===== src/rtl/core/bct_pkg.sv =====
// Shared types and constants for the Bezier curve tessellator.
// Used by bct_front, bct_queue, bct_back and bezier_curve_tessellator_top.
package bct_pkg;

	localparam int COORD_W    = 16;
	localparam int NUM_COORDS = 12;
	localparam int SEG_W      = 6;
	localparam int T_W        = 17;
	localparam int CFG_IDX_W  = 2;
	localparam int CFG_DATA_W = 6;
	localparam int IN_DATA_W  = COORD_W * NUM_COORDS;
	localparam int OUT_DATA_W = 56;

	localparam logic [COORD_W-1:0] COORD_SIGN = 16'h8000;
	localparam logic [T_W-1:0]     ONE_Q16    = 17'h10000;
	localparam logic [SEG_W-1:0]   SEG_RESET  = 6'd60;

	// register indexes on the configuration channel
	localparam logic [CFG_IDX_W-1:0] REG_SEGMENTS    = 2'd0;
	localparam logic [CFG_IDX_W-1:0] REG_CURVE_ORDER = 2'd1;

	localparam logic ORDER_QUAD  = 1'b0;
	localparam logic ORDER_CUBIC = 1'b1;

	// one curve, classified: offset-binary coordinates plus the Q1.16 step
	typedef struct packed {
		logic [NUM_COORDS-1:0][COORD_W-1:0] pts;
		logic                               order;
		logic [SEG_W-1:0]                   seg;
		logic [T_W-1:0]                     quo;
		logic [SEG_W-1:0]                   rem;
	} job_t;

endpackage


===== src/rtl/core/bct_queue.sv =====
// Two-entry queue of classified curves between front and back end.
// Depends on bct_pkg for the entry type.
module bct_queue (
	input  logic          clk,
	input  logic          arst_n,
	input  logic          push_valid,
	output logic          push_ready,
	input  bct_pkg::job_t push_data,
	output logic          pop_valid,
	input  logic          pop_ready,
	output bct_pkg::job_t pop_data
);

	bct_pkg::job_t mem_q [2];
	logic          wr_ptr_q;
	logic          rd_ptr_q;
	logic [1:0]    count_q;
	logic          do_push;
	logic          do_pop;

	assign push_ready = (count_q != 2'd2);
	assign pop_valid  = (count_q != 2'd0);
	assign pop_data   = mem_q[rd_ptr_q];
	assign do_push    = push_valid && push_ready;
	assign do_pop     = pop_valid && pop_ready;

	always_ff @(posedge clk or negedge arst_n) begin
		if (!arst_n) begin
			wr_ptr_q <= 1'b0;
			rd_ptr_q <= 1'b0;
			count_q  <= 2'd0;
		end else begin
			if (do_push) begin
				wr_ptr_q <= ~wr_ptr_q;
			end
			if (do_pop) begin
				rd_ptr_q <= ~rd_ptr_q;
			end
			case ({do_push, do_pop})
				2'b10:   count_q <= count_q + 2'd1;
				2'b01:   count_q <= count_q - 2'd1;
				default: count_q <= count_q;
			endcase
		end
	end

	always_ff @(posedge clk) begin
		if (do_push) begin
			mem_q[wr_ptr_q] <= push_data;
		end
	end

endmodule


===== config.mk =====
export PLATFORM = sky130hd
export DESIGN_NAME = bct_queue
export DESIGN_NICKNAME = d
export VERILOG_FILES = /design/src/rtl/core/bct_pkg.sv /design/src/rtl/core/bct_queue.sv
export SDC_FILE = /design/constraint.sdc
export NUM_CORES = 1
export LEC_CHECK = 0
export BUFFER_PORTS_ARGS = -buffer_cell sky130_fd_sc_hd__buf_4
export CORE_MARGIN = 2
export CORE_UTILIZATION = 40
export DETAILED_ROUTE_END_ITERATION = 12
export PLACE_DENSITY = 0.72
export SLEW_MARGIN = 20
export SYNTH_ARGS = -nofsm -noshare
export SYNTH_HDL_FRONTEND = slang
export SYNTH_SLANG_ARGS = --single-unit

===== constraint.sdc =====
create_clock -name clk -period 12.8 [get_ports clk]
set_clock_uncertainty 0.05 [all_clocks]
set_input_delay 1.92 -clock clk [delete_from_list [all_inputs] [get_ports clk]]
set_output_delay 1.92 -clock clk [all_outputs]
set_load 0.02 [all_outputs]

Yosys cells after proc, flatten, opt, wreduce, memory -nomap -nowiden
Memories as Yosys holds them, arrays and structs flattened.
Cells that the tools add are included.
{ "totals": {"n_memories": 1, "input_bits": 226, "regBits": 4, "wordCells": 18, "mem_bits_rw": 444} }
{ "classes": {"n_mux": 3, "bitwise_logic": 2, "addsub": 2, "eq_ne": 3, "n_reduce_logical": 4} }
{ "mem_list": {"columns": ["memory", "depth", "width", "read_ports", "rd_ports_with_merged_regs", "wr", "line_no", "source"], "rows": [
  ["mem_q", 2, 222, 1, 0, 1, "bct_queue.sv:14", "bct_pkg::job_t mem_q [2];"]
]} }
{ "op_table": {"columns": ["operator", "count"], "rows": [
  ["one-hot mux 2 bit (2 select lines)", 1],
  ["nonzero test 2 bit", 2],
  ["adder 2 x 1 -> 2 bit (second input constant)", 1],
  ["equality test 2 x 1 -> 1 bit (second input constant)", 1],
  ["equality test 2 bit (second input constant)", 1],
  ["logical AND 1 bit", 2],
  ["2-to-1 mux 1 bit", 2],
  ["!= test 2 bit (second input constant)", 1],
  ["inverter 1 bit", 2],
  ["subtractor 2 x 1 -> 2 bit (second input constant)", 1]
]} }

Depth between registers and ports, before layout
Gate-level depths: netlist of run 1.
{ "logic_depth": {"depth_word": 4, "mapped_depth": 6} }

Least setup slack after synthesis of run 1
Ideal clock, no wire load.
{ "synth_timing": {"path_kind": "input -> register", "start": "input port push_valid", "end": "memory mem_q[0][0] (netlist name) (enable)", "path_stages": 2, "path_slack_ns": 0.721, "setup_ns": 0.809, "arrival_ns": 11.220, "path_cell_list": "nand2_1 > nor2_1"} }
{ "synth_via": {"elab_chain_cells": 3} }
{ "synth_rtl": {"columns": ["element", "line_no", "source"], "rows": [
  ["from (decl)", "bct_queue.sv:6", "input logic push_valid,"],
  ["logical AND 1 bit", "bct_queue.sv:24", "assign do_push = push_valid && push_ready;"],
  ["2-to-1 mux 1 bit", "bct_queue.sv:48", "if (do_push) begin"],
  ["2-to-1 mux 1 bit (not written as such)", "bct_queue.sv:49", "mem_q[wr_ptr_q] <= push_data;"],
  ["to (decl)", "bct_queue.sv:14", null]
]} }
Every way passes these cells.

==> reports/results.ini, run 1 <==
[clock_network]
post_cts_buffers = 0
cts.sinks = 448
cts_root_buf = clkbuf_16
cts.repair.resized = 0
cts_hold_buffers = 0
cts_tree = done
htreeDepth = 2
cts_buffers = 47
clk_latency_ns = 0.55
cts.path.max_buffers = 3
path_clk_slew_ns = 0.06

[worst_setup_path]
arrival_ns = 2.92
critical_path.cell_chain = buf_12 -> mux2_4 -> buf_4
path_max_fanout = 133
cp_slowest_cell = dfrtp_4
slowest_delay_ns = 0.80
worstPathRequired_ns = 10.83
worstSetupPathType = flip-flop to output pin
endpoint_kind = output pin
start_kind = flip-flop

[pwr]
clkPwrFrac_pct = 24.6
pwr_density_cell_nw_per_um2 = 245
switching_share_pct = 31.0
p_seq_share_pct = 38.6
peakVddDrop_v = 0.000226
p_sw_mw = 1.69
p_comb_share_pct = 36.8
intPower_mw = 3.77
leakage_nw = 8.77
p_total_mw = 5.46

[placed_design]
place_congestion = 0.751
dpl.cell_count = 1679
dp_slack_ns = 8.09
portBuffers = 449
dpl.hpwl_um = 23600
place_area_um2 = 20800

[timing]
maxSlewHeadroom_pct = 15.8
worst_pin_slew_ns = 1.26
worst_slack_ns = 7.91
hold_viol_final = 0
min_period_ns = 4.89
timing.fmax_mhz = 205
hold_slack_ns = 0.440
report.final.slew_viol_count = 0
fin_crit_sh_pct = 38.2
setup_tns_ns = 0
rsz0062_at_grt = no
finalSetupViolCount = 0

[floorplan]
dieArea_um2 = 43900
die_y_um = 210
num_io_pins = 450
placementRows = 75
core_area_um2 = 41900
die_x_um = 210
start_util_pct = 40.4

[synth]
synth_top_area_share_pct = 78.8
synth_area_leaders = edfxtp_1, mux2_4, mux2_2
netlist_instances = 708
yosysWarnings = 0
synth_area_um2 = 16900
synth_top_cell_by_area = edfxtp_1
synth_seq_area_share_pct = 79.4
synth_area_per_cell_um2 = 23.9
synth_fp_nets = 935
ys_seq_elements = 448
ys_types = 15

[detailed_routing]
vias = 8278
dr.pass1.iters = 4
wl_um = 35200
final_antenna_net_count = 0
drt_first_iter_violations = 378
post_drt_wl_per_cell_um = 19.9
avgViaCountPerCell = 4.68
drc_errors = 0

[min_path]
hold_path.class = flip-flop to flip-flop

[grt]
grt_overflow = 0
track_usage_pct = 15.4
grt_pass1_wl_um = 50900
grt_max_degree = 134
antenna_found_initial = 1
grt_pass1_vias = 8671

[layout]
multi_input_area_um2 = 3240
final_util_pct = 53.4
regArea_um2 = 13400
nNetsFinal = 1416
fin_cells = 1767
fin_area_um2 = 22300
num-fill-cells = 3257
drive_gt1_share_pct = 61.0
area_delta_synth_final_pct = 32.1

[run_status]
status = finished, final reports clean

[job]
cap_violations = 0

==> state kept, by name, summed over array words and instances (netlist names) <==
register	cells
count_q	2
wr_ptr_q	1
rd_ptr_q	1
mem_q	444
==> cells in the final DEF, fill, tap and decap left out, types with 2 or more instances in the layout <==
cell type and n:
clkinv_2 8, dfrtp_1 3, mux2_2 52, clkinv_1 9, clkbuf_1 12, clkbuf_16 49, edfxtp_1 444, xnor2_1 3
buf_4 456, bufinv_16 5, xor2_1 2, mux2_4 170
==> routing by layer <==
layer	global-route usage (%)	up-vias	wire, um
met1	17.3	4116	13200
met3	5.18	67	2770
met2	26.1	300	18000
met5	0	-	0
met4	7.85	0	1220
li1	-	3795	-
==> area by class of cell <==
type / count / area share (%)
timing repair buffer: 457 / 15.4
multi-input combinational: 235 / 14.5
tap: 539 / 3.02
sequential: 448 / 60.1
clock buffer: 62 / 5.75
clock inverter: 25 / 1.15
antenna: 1 / 0.0112
==> Yosys cell counts <==
library cell and count:
mux2_2 52, or2_2 1, buf_6 20, and3_1 1, xor2_1 2, nand2b_1 1, nand2_1 1, nor2_1 2
and2_1 1, ha_1 1, mux2_4 170, buf_2 5, dfrtp_1 4, xnor2_1 3, edfxtp_1 444
==> path summary, 6_finish.rpt <==
kind / from / endpoint / slack, ns / depth (start not counted)
worst min-delay path: count_q[1] / count_q[1] / 0.44 / 1
worst max register to register: count_q[0] / mem_q[0][185] / 9.51 / 5
min in group asynchronous: arst_n / count_q[1] / 1.10 / 1
max in group asynchronous: arst_n / rd_ptr_q / 11.49 / 1
worst min register to register: count_q[1] / count_q[1] / 0.44 / 1
worst max-delay path: rd_ptr_q / pop_data[76] / 7.91 / 3
==> worst max-delay path, delay by kind of cell, from the launching register on <==
kind	cells	cell delay, ns
mux	1	0.38
buf+inv	2	0.74
flops	1	0.80
==> power by group through the flow <==
| stage | registers [mW] | logic (mW) | clock network (mW) |
|---|---|---|---|
| floorplan | 2.20 | 1.34 | 0 |
| global placement | 2.12 | 2.02 | 0 |
| detailed placement | 2.15 | 2.03 | 0 |
| CTS | 2.12 | 2.04 | 1.38 |
| global route | 2.14 | 2.10 | 1.44 |
| finish | 2.11 | 2.01 | 1.34 |
==> logic make-up after synthesis <==
kind of cell,after synthesis,share of synthesized area (%)
adder cells (fa/ha/maj),1,0.0740
AND/OR/NAND/NOR,7,0.215
multiplexers,222,18.6
flip-flops,448,79.4
buffers and inverters,25,1.48
XOR/XNOR,5,0.259
Power figures use the tool's default switching activity.
==> inputs of run 2 (changes only) <==
--- a/config.mk
+++ b/config.mk
@@ -9,7 +9,7 @@
 export CORE_MARGIN = 2
 export CORE_UTILIZATION = 40
 export DETAILED_ROUTE_END_ITERATION = 12
-export PLACE_DENSITY = 0.72
+export PLACE_DENSITY = 0.75
 export SLEW_MARGIN = 20
 export SYNTH_ARGS = -nofsm -noshare
 export SYNTH_HDL_FRONTEND = slang
==> constraint.sdc (replaced) <==
create_clock -name clk -period 4.45 [get_ports clk]
set_clock_uncertainty 0.05 [all_clocks]
set_input_delay 0.6675 -clock clk [delete_from_list [all_inputs] [get_ports clk]]
set_output_delay 0.6675 -clock clk [all_outputs]
set_load 0.02 [all_outputs]
==> reports/results.ini, run 2 (same netlist as run 1, synthesis figures left out) <==
[placed_design]
dpl.hpwl_um = 24600
portBuffers = 449
place_congestion = 0.777
place_area_um2 = 21000

[layout]
layout_commonest_cell = buf_4
fin_area_um2 = 22400
nNetsFinal = 1434
antenna_cells = 0
area_delta_synth_final_pct = 32.7
num-fill-cells = 3232
largest_reg_flops = 444
regArea_um2 = 13400
layout_common_cells = buf_4, edfxtp_1, mux2_4
top_register = mem_q
multi_input_area_um2 = 3270
largestRegisters = mem_q (444), count_q (2)
drive_gt1_share_pct = 61.6

[min_path]
hold_path.class = primary input to flip-flop

[timing]
rsz0062_at_grt = no
report.final.slew_viol_count = 0
hold_viol_final = 0
fin_crit_sh_pct = 74.4
setup_tns_ns = 0
finalSetupViolCount = 0
worst_pin_slew_ns = 0.924
timing.fmax_mhz = 302
min_period_ns = 3.31
maxSlewHeadroom_pct = 38.4
hold_slack_ns = 0.246

[job]
cap_violations = 0

[floorplan]
start_util_pct = 40.4
die_x_um = 210
placementRows = 75
die_y_um = 210
core_area_um2 = 41900
num_io_pins = 450
dieArea_um2 = 43900

[pwr]
pwr_density_cell_nw_per_um2 = 693
peakVddDrop_v = 0.000606
leakage_nw = 8.82

[detailed_routing]
vias = 8419
wl_um = 35900
avgViaCountPerCell = 4.74
drt_first_iter_violations = 419
dr.pass1.iters = 4
post_drt_wl_per_cell_um = 20.2
drc_errors = 0
final_antenna_net_count = 0

[worst_setup_path]
worstPathRequired_ns = 3.73
endpoint_kind = output pin
arrival_ns = 2.59
path_max_fanout = 52
worstSetupPathType = flip-flop to output pin
start_kind = flip-flop

[clock_network]
clk_latency_ns = 0.54
cts_hold_buffers = 1
cts.sinks = 448
cts.path.max_buffers = 3
post_cts_buffers = 0
cts_root_buf = clkbuf_16
path_clk_slew_ns = 0.06
htreeDepth = 2
cts_buffers = 45
cts_tree = done
cts.repair.resized = 0

[grt]
grt_pass1_vias = 8850
antenna_found_initial = 0
track_usage_pct = 15.7
grt_max_degree = 70
grt_overflow = 0
grt_pass1_wl_um = 52100

[run_status]
status = finished, final reports clean

-- run 2: cell types whose count changed in the layout (fill, tap and decap cells not counted), sizes merged --
cell | previous run | this run
buf | 457 | 476
bufinv | 5 | 3
clkbuf | 62 | 60
clkinv | 19 | 14
clkinvlp | 1 | 0
diode | 1 | 0
dlygate4sd3 | 0 | 1
inv | 0 | 1
-- run 2: final timing paths --
| kind | slack (ns) | depth (start not counted) | start | end |
|---|---|---|---|---|
| worst min-delay path | 0.25 | 1 | push_data[206] | mem_q[1][206] |
| worst max register to register | 2.13 | 3 | count_q[0] | mem_q[1][201] |
| max in group asynchronous | 3.83 | 2 | arst_n | rd_ptr_q |
| worst max-delay path | 1.14 | 3 | rd_ptr_q | pop_data[219] |
| min in group asynchronous | 0.40 | 2 | arst_n | wr_ptr_q |
| worst min register to register | 0.49 | 1 | count_q[0] | count_q[0] |
-- run 2: routing by layer --
layer | vias to the layer above | GRT usage [%] | part of all wire (%)
met5 | - | 0 | 0
met4 | 0 | 5.50 | 2.5
met3 | 54 | 5.07 | 7.6
met2 | 318 | 27.4 | 52
met1 | 4220 | 18.1 | 38
li1 | 3827 | - | -
-- run 2: worst max-delay path, stage by stage (launching register included) --
cell and delay (ns):
dfrtp_4 1.02, buf_4 0.44, mux2_2 0.39, buf_4 0.16
-- run 2: where the power goes --
group,internal [mW],switching [mW],leakage [nW]
Combinational,2.83,3.05,3.97
Clock,2.10,1.48,0.680
Sequential,5.76,0.343,4.17
Total,10.7,4.87,8.82
-- run 2: cell type report --
cell class	instances	share of cell area, %
sequential	448	59.9
clock buffer	60	5.46
clock inverter	18	0.730
timing repair buffer	477	16.4
tap	539	3.01
multi-input combinational	235	14.6
-- run 2: through the flow --
step | std cells | setup slack, ns | power (mW) | util [%]
6_report | 1777 | 1.14 | 15.6 | 53.6
5_1_grt | 1777 | 0.981 | 16.2 | 53.6
4_1_cts | 1776 | 1.05 | 15.7 | 53.6
3_5_place_dp | 1697 | 1.67 | 12.1 | 50.2
3_3_place_gp | 1697 | 1.70 | 12.0 | 50.2
2_1_floorplan | 708 | -0.0120 | 10.0 | -
